===== src/design/fcos_pkg.sv =====
// ----------------------------------------------------------------------------
// fcos_pkg
// shared types and constants of the flash chip operation scheduler
// ----------------------------------------------------------------------------
package fcos_pkg;

    localparam int CHIPS       = 8;
    localparam int QUEUE_DEPTH = 16;
    localparam int CHIP_W      = 3;
    localparam int PTR_W       = $clog2(QUEUE_DEPTH);
    localparam int FILL_W      = PTR_W + 1;
    localparam int LAT_W       = 20;
    localparam int LIM_W       = 5;
    localparam int TAG_W       = 16;
    localparam int OP_W        = 2;
    localparam int TIME_W      = 32;
    localparam int ENTRY_W     = OP_W + TAG_W;

    localparam logic [1:0] REG_READ_LAT  = 2'd0;
    localparam logic [1:0] REG_PROG_LAT  = 2'd1;
    localparam logic [1:0] REG_ERASE_LAT = 2'd2;
    localparam logic [1:0] REG_QLIMIT    = 2'd3;

    localparam logic [OP_W-1:0] OP_READ    = 2'd0;
    localparam logic [OP_W-1:0] OP_PROGRAM = 2'd1;
    localparam logic [OP_W-1:0] OP_ERASE   = 2'd2;
    localparam logic [OP_W-1:0] OP_BAD     = 2'd3;

    localparam logic [1:0] EV_ACCEPTED = 2'd0;
    localparam logic [1:0] EV_REJECTED = 2'd1;
    localparam logic [1:0] EV_STARTED  = 2'd2;
    localparam logic [1:0] EV_FINISHED = 2'd3;

    localparam logic KIND_ISSUE = 1'b0;
    localparam logic KIND_TICK  = 1'b1;

    typedef enum logic [2:0] {
        S_IDLE,
        S_ISSUE,
        S_FIN,
        S_START,
        S_READ,
        S_FLUSH
    } t_state;

    typedef struct packed {
        logic              latch;
        logic              now_inc;
        logic              issue_do;
        logic              emit_fin;
        logic              rd_req;
        logic              emit_start;
        logic              flush;
        logic [CHIP_W-1:0] chip;
    } t_cmd;

    typedef struct packed {
        logic kind;
        logic fin_hit;
        logic start_hit;
        logic emit_ok;
        logic pend_v;
        logic out_free;
    } t_status;

    typedef struct packed {
        logic [1:0]        ev;
        logic [CHIP_W-1:0] chip;
        logic [OP_W-1:0]   op;
        logic [TAG_W-1:0]  tag;
        logic [TIME_W-1:0] ts;
    } t_event;

endpackage


===== src/design/fcos_if.sv =====
// ----------------------------------------------------------------------------
// fcos_if
// valid/ready channels of the scheduler: items, results and register writes
// ----------------------------------------------------------------------------
interface fcos_in_if;
    logic                      valid;
    logic                      ready;
    logic                      kind;
    logic [fcos_pkg::CHIP_W-1:0] chip;
    logic [fcos_pkg::OP_W-1:0] operation;
    logic [fcos_pkg::TAG_W-1:0] tag;
    modport source (output valid, kind, chip, operation, tag, input ready);
    modport sink (input valid, kind, chip, operation, tag, output ready);
endinterface

interface fcos_out_if;
    logic                        valid;
    logic                        ready;
    logic [1:0]                  event_res;
    logic [fcos_pkg::CHIP_W-1:0] chip_out;
    logic [fcos_pkg::OP_W-1:0]   operation_out;
    logic [fcos_pkg::TAG_W-1:0]  tag_out;
    logic [fcos_pkg::TIME_W-1:0] time_stamp;
    logic                        last;
    modport source (output valid, event_res, chip_out, operation_out, tag_out,
                    time_stamp, last, input ready);
    modport sink (input valid, event_res, chip_out, operation_out, tag_out,
                  time_stamp, last, output ready);
endinterface

interface fcos_cfg_if;
    logic                       valid;
    logic                       ready;
    logic [1:0]                 index;
    logic [fcos_pkg::LAT_W-1:0] data;
    modport source (output valid, index, data, input ready);
    modport sink (input valid, index, data, output ready);
endinterface


===== src/design/fcos_ctrl.sv =====
// ----------------------------------------------------------------------------
// fcos_ctrl
// sequencer: issue handling and the two chip scans of a tick
// ----------------------------------------------------------------------------
module fcos_ctrl (
    input  logic              i_clk,
    input  logic              i_rst_n,
    input  logic              i_in_valid,
    output logic              o_in_ready,
    input  fcos_pkg::t_status i_status,
    output fcos_pkg::t_cmd    o_cmd
);

    fcos_pkg::t_state                r_state, n_state;
    logic [fcos_pkg::CHIP_W-1:0]     r_chip, n_chip;
    logic                            last_chip;

    always_ff @(posedge i_clk) begin
        if (!i_rst_n) begin
            r_state <= fcos_pkg::S_IDLE;
            r_chip  <= '0;
        end else begin
            r_state <= n_state;
            r_chip  <= n_chip;
        end
    end

    assign last_chip = (r_chip == fcos_pkg::CHIP_W'(fcos_pkg::CHIPS - 1));

    always_comb begin
        n_state    = r_state;
        n_chip     = r_chip;
        o_cmd      = '0;
        o_cmd.chip = r_chip;
        o_in_ready = 1'b0;
        unique case (r_state)
            fcos_pkg::S_IDLE: begin
                o_in_ready = 1'b1;
                if (i_in_valid) begin
                    o_cmd.latch = 1'b1;
                    n_chip      = '0;
                    n_state     = fcos_pkg::S_ISSUE;
                end
            end
            fcos_pkg::S_ISSUE: begin
                if (i_status.kind == fcos_pkg::KIND_TICK) begin
                    o_cmd.now_inc = 1'b1;
                    n_state       = fcos_pkg::S_FIN;
                end else if (i_status.out_free) begin
                    o_cmd.issue_do = 1'b1;
                    n_state        = fcos_pkg::S_IDLE;
                end
            end
            fcos_pkg::S_FIN: begin
                if (!i_status.fin_hit || i_status.emit_ok) begin
                    o_cmd.emit_fin = i_status.fin_hit;
                    if (last_chip) begin
                        n_chip  = '0;
                        n_state = fcos_pkg::S_START;
                    end else begin
                        n_chip = r_chip + 1'b1;
                    end
                end
            end
            fcos_pkg::S_START: begin
                if (i_status.start_hit) begin
                    o_cmd.rd_req = 1'b1;
                    n_state      = fcos_pkg::S_READ;
                end else if (last_chip) begin
                    n_state = fcos_pkg::S_FLUSH;
                end else begin
                    n_chip = r_chip + 1'b1;
                end
            end
            fcos_pkg::S_READ: begin
                if (i_status.emit_ok) begin
                    o_cmd.emit_start = 1'b1;
                    if (last_chip) begin
                        n_state = fcos_pkg::S_FLUSH;
                    end else begin
                        n_chip  = r_chip + 1'b1;
                        n_state = fcos_pkg::S_START;
                    end
                end
            end
            fcos_pkg::S_FLUSH: begin
                if (!i_status.pend_v) begin
                    n_state = fcos_pkg::S_IDLE;
                end else if (i_status.out_free) begin
                    o_cmd.flush = 1'b1;
                    n_state     = fcos_pkg::S_IDLE;
                end
            end
            default: n_state = fcos_pkg::S_IDLE;
        endcase
    end

endmodule


===== src/design/fcos_dp.sv =====
// ----------------------------------------------------------------------------
// fcos_dp
// chip queues, busy timers, clock, registers and the result stages
// ----------------------------------------------------------------------------
module fcos_dp (
    input  logic              i_clk,
    input  logic              i_rst_n,
    fcos_in_if.sink           i_in,
    fcos_out_if.source        o_out,
    fcos_cfg_if.sink          i_cfg,
    input  fcos_pkg::t_cmd    i_cmd,
    output fcos_pkg::t_status o_status
);

    localparam int CHIPS = fcos_pkg::CHIPS;
    localparam int QD    = fcos_pkg::QUEUE_DEPTH;
    localparam int AW    = fcos_pkg::CHIP_W + fcos_pkg::PTR_W;

    logic [fcos_pkg::ENTRY_W-1:0] mem [CHIPS*QD];

    logic [fcos_pkg::LAT_W-1:0]  r_lat_rd, r_lat_pg, r_lat_er;
    logic [fcos_pkg::LIM_W-1:0]  r_qlim;
    logic [fcos_pkg::TIME_W-1:0] r_now;
    logic [fcos_pkg::PTR_W-1:0]  r_wp [CHIPS];
    logic [fcos_pkg::PTR_W-1:0]  r_rp [CHIPS];
    logic [fcos_pkg::FILL_W-1:0] r_fill [CHIPS];
    logic [CHIPS-1:0]            r_busy;
    logic [fcos_pkg::TIME_W-1:0] r_wake [CHIPS];
    logic [fcos_pkg::ENTRY_W-1:0] r_act [CHIPS];
    logic [fcos_pkg::ENTRY_W-1:0] r_rd;

    logic                         r_kind;
    logic [fcos_pkg::CHIP_W-1:0]  r_ichip;
    logic [fcos_pkg::OP_W-1:0]    r_iop;
    logic [fcos_pkg::TAG_W-1:0]   r_itag;

    fcos_pkg::t_event r_pend, r_out;
    logic             r_pend_v, r_out_v, r_out_last;

    logic [fcos_pkg::CHIP_W-1:0]  c;
    logic [fcos_pkg::TIME_W-1:0]  since;
    logic [fcos_pkg::FILL_W-1:0]  lim;
    logic                         reject;
    logic                         out_free;
    logic [fcos_pkg::LAT_W-1:0]   lat;
    fcos_pkg::t_event             new_ev, iss_ev;

    assign c        = i_cmd.chip;
    assign since    = r_now - r_wake[c];
    assign out_free = !r_out_v || o_out.ready;
    assign i_cfg.ready = 1'b1;

    always_comb begin
        if (r_qlim == '0) begin
            lim = fcos_pkg::FILL_W'(1);
        end else if (32'(r_qlim) > QD) begin
            lim = fcos_pkg::FILL_W'(QD);
        end else begin
            lim = fcos_pkg::FILL_W'(r_qlim);
        end
    end

    assign reject = (32'(r_ichip) >= CHIPS) || (r_iop == fcos_pkg::OP_BAD)
                    || (r_fill[r_ichip] >= lim);

    always_comb begin
        case (r_rd[fcos_pkg::ENTRY_W-1 -: fcos_pkg::OP_W])
            fcos_pkg::OP_READ:    lat = r_lat_rd;
            fcos_pkg::OP_PROGRAM: lat = r_lat_pg;
            default:              lat = r_lat_er;
        endcase
    end

    always_comb begin
        new_ev.chip = c;
        new_ev.ts   = r_now;
        if (i_cmd.emit_fin) begin
            new_ev.ev  = fcos_pkg::EV_FINISHED;
            new_ev.op  = r_act[c][fcos_pkg::ENTRY_W-1 -: fcos_pkg::OP_W];
            new_ev.tag = r_act[c][fcos_pkg::TAG_W-1:0];
        end else begin
            new_ev.ev  = fcos_pkg::EV_STARTED;
            new_ev.op  = r_rd[fcos_pkg::ENTRY_W-1 -: fcos_pkg::OP_W];
            new_ev.tag = r_rd[fcos_pkg::TAG_W-1:0];
        end
        iss_ev.ev   = reject ? fcos_pkg::EV_REJECTED : fcos_pkg::EV_ACCEPTED;
        iss_ev.chip = r_ichip;
        iss_ev.op   = r_iop;
        iss_ev.tag  = r_itag;
        iss_ev.ts   = r_now;
    end

    assign o_status.kind      = r_kind;
    assign o_status.fin_hit   = r_busy[c] && !since[fcos_pkg::TIME_W-1];
    assign o_status.start_hit = !r_busy[c] && (r_fill[c] != '0);
    assign o_status.emit_ok   = !r_pend_v || out_free;
    assign o_status.pend_v    = r_pend_v;
    assign o_status.out_free  = out_free;

    // queue memory
    always_ff @(posedge i_clk) begin
        if (i_cmd.issue_do && !reject) begin
            mem[AW'({r_ichip, r_wp[r_ichip]})] <= {r_iop, r_itag};
        end
        if (i_cmd.rd_req) begin
            r_rd <= mem[AW'({c, r_rp[c]})];
        end
    end

    always_ff @(posedge i_clk) begin
        if (i_cmd.latch) begin
            r_kind  <= i_in.kind;
            r_ichip <= i_in.chip;
            r_iop   <= i_in.operation;
            r_itag  <= i_in.tag;
        end
        if (i_cmd.emit_start) begin
            r_act[c] <= r_rd;
        end
        if (i_cmd.emit_fin || i_cmd.emit_start) begin
            r_pend <= new_ev;
        end
        if (i_cmd.issue_do) begin
            r_out      <= iss_ev;
            r_out_last <= 1'b1;
        end else if ((i_cmd.emit_fin || i_cmd.emit_start) && r_pend_v) begin
            r_out      <= r_pend;
            r_out_last <= 1'b0;
        end else if (i_cmd.flush) begin
            r_out      <= r_pend;
            r_out_last <= 1'b1;
        end
    end

    always_ff @(posedge i_clk) begin
        if (!i_rst_n) begin
            r_lat_rd <= fcos_pkg::LAT_W'(50);
            r_lat_pg <= fcos_pkg::LAT_W'(500);
            r_lat_er <= fcos_pkg::LAT_W'(3000);
            r_qlim   <= fcos_pkg::LIM_W'(16);
            r_now    <= '0;
            r_busy   <= '0;
            r_pend_v <= 1'b0;
            r_out_v  <= 1'b0;
            for (int i = 0; i < CHIPS; i++) begin
                r_wp[i]   <= '0;
                r_rp[i]   <= '0;
                r_fill[i] <= '0;
                r_wake[i] <= '0;
            end
        end else begin
            if (i_cfg.valid) begin
                unique case (i_cfg.index)
                    fcos_pkg::REG_READ_LAT:  r_lat_rd <= i_cfg.data;
                    fcos_pkg::REG_PROG_LAT:  r_lat_pg <= i_cfg.data;
                    fcos_pkg::REG_ERASE_LAT: r_lat_er <= i_cfg.data;
                    fcos_pkg::REG_QLIMIT:    r_qlim <= i_cfg.data[fcos_pkg::LIM_W-1:0];
                    default: ;
                endcase
            end
            if (i_cmd.now_inc) begin
                r_now <= r_now + 1'b1;
            end
            if (i_cmd.issue_do && !reject) begin
                r_wp[r_ichip]   <= (32'(r_wp[r_ichip]) == QD - 1) ? '0
                                   : r_wp[r_ichip] + 1'b1;
                r_fill[r_ichip] <= r_fill[r_ichip] + 1'b1;
            end
            if (i_cmd.emit_fin) begin
                r_busy[c] <= 1'b0;
            end
            if (i_cmd.emit_start) begin
                r_busy[c] <= 1'b1;
                r_wake[c] <= r_now + fcos_pkg::TIME_W'(lat);
                r_rp[c]   <= (32'(r_rp[c]) == QD - 1) ? '0 : r_rp[c] + 1'b1;
                r_fill[c] <= r_fill[c] - 1'b1;
            end
            if (i_cmd.emit_fin || i_cmd.emit_start) begin
                r_pend_v <= 1'b1;
            end else if (i_cmd.flush) begin
                r_pend_v <= 1'b0;
            end
            if (i_cmd.issue_do || i_cmd.flush
                || ((i_cmd.emit_fin || i_cmd.emit_start) && r_pend_v)) begin
                r_out_v <= 1'b1;
            end else if (o_out.ready) begin
                r_out_v <= 1'b0;
            end
        end
    end

    assign o_out.valid         = r_out_v;
    assign o_out.event_res     = r_out.ev;
    assign o_out.chip_out      = r_out.chip;
    assign o_out.operation_out = r_out.op;
    assign o_out.tag_out       = r_out.tag;
    assign o_out.time_stamp    = r_out.ts;
    assign o_out.last          = r_out_last;

endmodule


===== src/design/flash_chip_op_scheduler.sv =====
// ----------------------------------------------------------------------------
// flash_chip_op_scheduler
// per-chip operation queues and busy timers for one flash bus
// ----------------------------------------------------------------------------
// i_in carries issue and tick items, o_out the events, i_cfg register writes
// (always ready, to be written only while the block is idle).
// An issue is latched, then gives its single event (last set) once o_out has
// drained. A tick runs a finish scan over all chips, then a start scan with
// an extra queue memory read step per started chip, then a flush step that
// releases the final event. i_in is ready only between items.
// Tick events pass through a one-entry holding stage into the output register
// so the final one can be marked last; when o_out stalls the scan waits.
// A tick that causes no event gives no transfer on o_out.
// Reset clears the clock, pointers, fill counts, busy flags, wake times,
// outputs and restores the register defaults; queue contents are not cleared.
// ----------------------------------------------------------------------------
module flash_chip_op_scheduler (
    input  logic       i_clk,
    input  logic       i_rst_n,
    fcos_in_if.sink    i_in,
    fcos_out_if.source o_out,
    fcos_cfg_if.sink   i_cfg
);

    fcos_pkg::t_cmd    cmd;
    fcos_pkg::t_status status;

    fcos_ctrl u_ctrl (
        .i_clk      (i_clk),
        .i_rst_n    (i_rst_n),
        .i_in_valid (i_in.valid),
        .o_in_ready (i_in.ready),
        .i_status   (status),
        .o_cmd      (cmd)
    );

    fcos_dp u_dp (
        .i_clk    (i_clk),
        .i_rst_n  (i_rst_n),
        .i_in     (i_in),
        .o_out    (o_out),
        .i_cfg    (i_cfg),
        .i_cmd    (cmd),
        .o_status (status)
    );

endmodule


===== src/flat_wrapper.sv =====
// flat-port wrapper written by rule: the top's interface ports become plain ports
module flash_chip_op_scheduler_flat 
  (i_clk, i_rst_n, i_in_valid, i_in_kind, i_in_chip, i_in_operation, i_in_tag, i_in_ready, o_out_valid, o_out_event_res, o_out_chip_out, o_out_operation_out, o_out_tag_out, o_out_time_stamp, o_out_last, o_out_ready, i_cfg_valid, i_cfg_index, i_cfg_data, i_cfg_ready);
  fcos_in_if i_in_i ();
  fcos_out_if o_out_i ();
  fcos_cfg_if i_cfg_i ();
  input  logic i_clk;
  input  logic i_rst_n;
  input wire logic [$bits(i_in_i.valid)-1:0] i_in_valid;
  input wire logic [$bits(i_in_i.kind)-1:0] i_in_kind;
  input wire logic [$bits(i_in_i.chip)-1:0] i_in_chip;
  input wire logic [$bits(i_in_i.operation)-1:0] i_in_operation;
  input wire logic [$bits(i_in_i.tag)-1:0] i_in_tag;
  output wire logic [$bits(i_in_i.ready)-1:0] i_in_ready;
  output wire logic [$bits(o_out_i.valid)-1:0] o_out_valid;
  output wire logic [$bits(o_out_i.event_res)-1:0] o_out_event_res;
  output wire logic [$bits(o_out_i.chip_out)-1:0] o_out_chip_out;
  output wire logic [$bits(o_out_i.operation_out)-1:0] o_out_operation_out;
  output wire logic [$bits(o_out_i.tag_out)-1:0] o_out_tag_out;
  output wire logic [$bits(o_out_i.time_stamp)-1:0] o_out_time_stamp;
  output wire logic [$bits(o_out_i.last)-1:0] o_out_last;
  input wire logic [$bits(o_out_i.ready)-1:0] o_out_ready;
  input wire logic [$bits(i_cfg_i.valid)-1:0] i_cfg_valid;
  input wire logic [$bits(i_cfg_i.index)-1:0] i_cfg_index;
  input wire logic [$bits(i_cfg_i.data)-1:0] i_cfg_data;
  output wire logic [$bits(i_cfg_i.ready)-1:0] i_cfg_ready;
  assign i_in_i.valid = i_in_valid;
  assign i_in_i.kind = i_in_kind;
  assign i_in_i.chip = i_in_chip;
  assign i_in_i.operation = i_in_operation;
  assign i_in_i.tag = i_in_tag;
  assign i_in_ready = i_in_i.ready;
  assign o_out_valid = o_out_i.valid;
  assign o_out_event_res = o_out_i.event_res;
  assign o_out_chip_out = o_out_i.chip_out;
  assign o_out_operation_out = o_out_i.operation_out;
  assign o_out_tag_out = o_out_i.tag_out;
  assign o_out_time_stamp = o_out_i.time_stamp;
  assign o_out_last = o_out_i.last;
  assign o_out_i.ready = o_out_ready;
  assign i_cfg_i.valid = i_cfg_valid;
  assign i_cfg_i.index = i_cfg_index;
  assign i_cfg_i.data = i_cfg_data;
  assign i_cfg_ready = i_cfg_i.ready;
  flash_chip_op_scheduler u_core (.i_clk(i_clk), .i_rst_n(i_rst_n), .i_in(i_in_i), .o_out(o_out_i), .i_cfg(i_cfg_i));
endmodule

===== config.mk =====
export PLATFORM = sky130hd
export DESIGN_NAME = flash_chip_op_scheduler_flat
export DESIGN_NICKNAME = d
export VERILOG_FILES = /design/src/design/fcos_pkg.sv /design/src/design/fcos_if.sv /design/src/design/fcos_ctrl.sv /design/src/design/fcos_dp.sv /design/src/design/flash_chip_op_scheduler.sv /design/src/flat_wrapper.sv
export SDC_FILE = /design/constraint.sdc
export NUM_CORES = 2
export LEC_CHECK = 0
export BUFFER_PORTS_ARGS = -buffer_cell sky130_fd_sc_hd__clkbuf_2
export CORE_MARGIN = 2
export CORE_UTILIZATION = 55
export DETAILED_ROUTE_END_ITERATION = 10
export PLACE_DENSITY = 0.74
export SLEW_MARGIN = 10
export SYNTH_ARGS = -nofsm -noshare
export SYNTH_HDL_FRONTEND = slang
export SYNTH_SLANG_ARGS = --single-unit

===== constraint.sdc =====
create_clock -name i_clk -period 11 [get_ports i_clk]
set_clock_uncertainty 0.1 [all_clocks]
set_input_delay 0.55 -clock i_clk [delete_from_list [all_inputs] [get_ports i_clk]]
set_output_delay 0.55 -clock i_clk [all_outputs]
set_load 0.03 [all_outputs]

==> metrics.md <==
| Metric | Value |
|---|---|
| Seq cells post-synth | `3077` |
| Xor and xnor area share after synthesis | `0.4727%` |
| Mux cell area share after synthesis | `3.239%` |
| CP Max Fanout | `163` |
| Startpoint class of the critical path | `flip-flop` |
| CTS H-tree depth | `5` |
| Vias | `80370` |
| Antenna-violating nets left | `0` |
| Largest net degree at the start of global routing | `193` |
| Worst-margin pin slew | `1.298 ns` |
| Ports | `108` |
| Top_reg_cell synth | `edfxtp_1` |
| Ys Warns | `0` |
| Hold path depth | `5` |
| Sequential-to-total area share from yosys stat | `74.42%` |
| Initial antenna violation count | `18` |
| Peak supply drop | `0.0002946 V` |
| Max Slew Vio Count | `0` |
| Peak Freq | `153.5 MHz` |
| Post-Syn Area per Cell | `13.23 um2` |
| CTS clk-pin slew, worst paths | `0.06 ns` |
| NumNets Final | `9413` |
| Critical path class | `flip-flop to flip-flop` |
| Clock Latency Late Sink | `0.96 ns` |
| Design Area, Final | `136600 um2` |
| Overflow after GRT | `0` |
| Min Tclk post-route | `6.513 ns` |
| Mapped Cells | `9261` |
| Avg WL per Cell | `28.79 um` |
| # DRC | `0` |
| Share of layout cells above drive strength 1 | `10.44%` |
| Tightest Hold Check Type | `primary input to flip-flop` |
| DRT Pass-1 Iters | `8` |
| Row Count | `173` |
| Max-Cap Viols | `0` |
| Die Wd | `476.0 um` |
| Most common cell after layout, fill and taps aside | `edfxtp_1` |
| Full die area | `226600 um2` |
| Tcrit/Tclk final | `59.21%` |
| Fraction of registers with async set/reset | `0%` |
| Outcome | `complete, no violations` |
| Syn_nets | `9376` |
| Most frequent cells in the layout | `2957 x edfxtp_1, 2582 x nand2_1, 905 x nand3_1` |
| CP endpoint kind | `flip-flop` |
| Compound-Gate Fraction of Synth Area | `3.210%` |
| First-pass GRT wire length | `516000 um` |
| Port Buffers | `106` |
| TritonCTS clock tree | `done` |
| Die H | `476.0 um` |
| Setup-failing EPs final | `0` |
| Final TNS setup | `0 ns` |
| Arrival @ worst endpoint | `7.22 ns` |
| Pleak | `0.04539 uW` |
| Setup Fix Bufs, Post-CTS | `0` |
| Synth Area in Adders | `0.6800%` |
| R2R depth | `12` |
| Global Route Usage Sum | `31.32%` |
| Placed cell area | `126400 um2` |
| Number of global-route vias before repair | `75040` |
| Hold buffers post-CTS | `43` |
| Synth Area in Simple Gates | `16.05%` |
| Headroom to the max-slew limit | `13.15%` |
| Unrepaired setup endpoints after global routing | `false` |
| CORE AREA | `221900 um2` |
| Clock Path Buffers | `4` |
| Starting Density | `55.24%` |
| Pwr dens | `250.8 nW/um2` |
| Count of different cell masters after synthesis | `75` |
| CTS buffer count | `315` |
| Number of synthesized flops with an enable pin | `2957` |
| Clock Sinks | `3077` |
| Cell area after synthesis | `122600 um2` |
| Final Hold Vio Count | `0` |
| Largest family of logic cells by synthesized area | `simple AND/OR/NAND/NOR gates` |
| HPWL Detailed | `207800 um` |
| Routed wire length | `360000 um` |
| Area Growth Syn to Fin | `11.42%` |
| Gpl congestion | `0.9437` |
| Iteration-0 DRC Markers | `14320` |
| DR vias/cell | `6.428` |
| Root Driver | `clkbuf_16` |
| CP Data Required Time | `11.71 ns` |
| Post-CTS Resized | `0` |
-- power breakdown --
group          switching [uW]  internal, uW
sequential                214         13600
combinational            7670          2420
clock                    4360          5930
-- worst max-delay path: stages (launching register included) --
cell	delay, ns
dfxtp_4	0.54
buf_4	0.75
mux4_2	0.45
mux2i_4	0.20
buf_12	0.63
buf_12	0.50
buf_4	1.03
nand2_1	0.11
a31oi_1	0.27
nand4_1	0.33
nand4_1	0.62
nor2_1	0.17
nand2_1	0.14
-- cells by family (layout without fill, tap and decap cells) --
kind of cell | Yosys count | in the layout
compound gates | 618 | 618
simple gates | 4598 | 4598
xor+xnor | 61 | 61
flops | 3077 | 3077
fa+ha+maj | 66 | 66
buf+inv | 587 | 846
mux | 253 | 253
other cells | 1 | 9
-- final timing paths --
check | end | slack [ns] | start
max | u_core.u_dp.r_rd[10] | 4.49 | flip-flop
min | u_core.u_ctrl.r_state[0] | 0.09 | i_in_valid
max reg2reg | u_core.u_dp.r_rd[10] | 4.49 | flip-flop
min reg2reg | u_core.u_dp.r_lat_er[0] | 0.36 | u_core.u_dp.r_lat_er[0]
-- stage by stage --
step                total power [uW]  utilization, %  hold WS, ns  std cells  setup WS [ns]
floorplan                      20230               -       0.3029       9261          2.906
global placement               23690           56.95       0.3413      11910          4.727
detailed placement             23830           56.97       0.3460      11910          4.779
CTS                            33980           61.53      0.03303      12500          4.764
global route                   35220           61.54      0.08827      12500          4.382
finish                         34240           61.55      0.08904      12500          4.487
-- cells in the mapped netlist (3+ instances only) --
cell         n  area, um2
a211oi_1    10      75.07
a21o_1      20      150.1
a21oi_1    109      545.5
a221oi_1    27      236.5
a22o_1      21      183.9
a31oi_1    308       1927
and2_0       4      25.02
and2_1      19      118.9
and3_1      16      100.1
buf_1       67      251.5
buf_2      109      545.5
clkbuf_1   377       1415
dfxtp_1    120       2402
edfxtp_1  2957      88800
ha_1        65      813.3
inv_1       30      112.6
mux2_2      65      732.0
mux2i_1     79      790.8
mux4_2     108       2432
nand2_1   2583       9696
nand2b_1    22      137.6
nand3_1    906       4534
nand4_1    378       2365
nor2_1     613       2301
nor2b_1     12      75.07
nor3_1      13      65.06
o211ai_1     7      52.55
o21a_1       4      30.03
o21ai_0     73      365.4
o21ai_2      3      26.28
o221a_1      6      67.56
o22ai_1      5      31.28
o31ai_1      4      30.03
or2_2        3      18.77
or3_1       10      62.56
xnor2_1     22      192.7
xnor2_2      6      97.59
xor2_1      33      289.0
-- final cells by class --
type	count	area, um2
diodes	8	20.02
clock buffers	395	8414
clock inverters	144	1279
fillers	16010	85320
inverters	31	123.9
multi-input cells	5597	29540
flip-flops and latches	3077	91210
well taps	2975	3722
repair buffers	276	2240
-- routing by layer --
layer	vias up	track usage (%)	wire length [um]
met3	1016	7.194	48050
met2	6049	46.88	161500
met4	16	18.37	24350
met1	39310	42.34	125900
met5	-	0	129
li1	33980	-	-
-- sequential cells by signal, summed over array words and instances, names as in the netlist, 18 cells and up, named ones only --
register,flops
u_core.u_dp.mem,2304
u_core.u_dp.r_wake,256
u_core.u_dp.r_act,144
u_core.u_dp.r_pend,54
u_core.u_dp.r_fill,40
u_core.u_dp.o_out.time_stamp,32
u_core.u_dp.r_now,32
u_core.u_dp.r_rp,32
u_core.u_dp.r_wp,32
u_core.u_dp.r_lat_er,20
u_core.u_dp.r_lat_pg,20
u_core.u_dp.r_lat_rd,20
u_core.u_dp.r_rd,18
No activity file was read; power rests on OpenSTA's default activity.
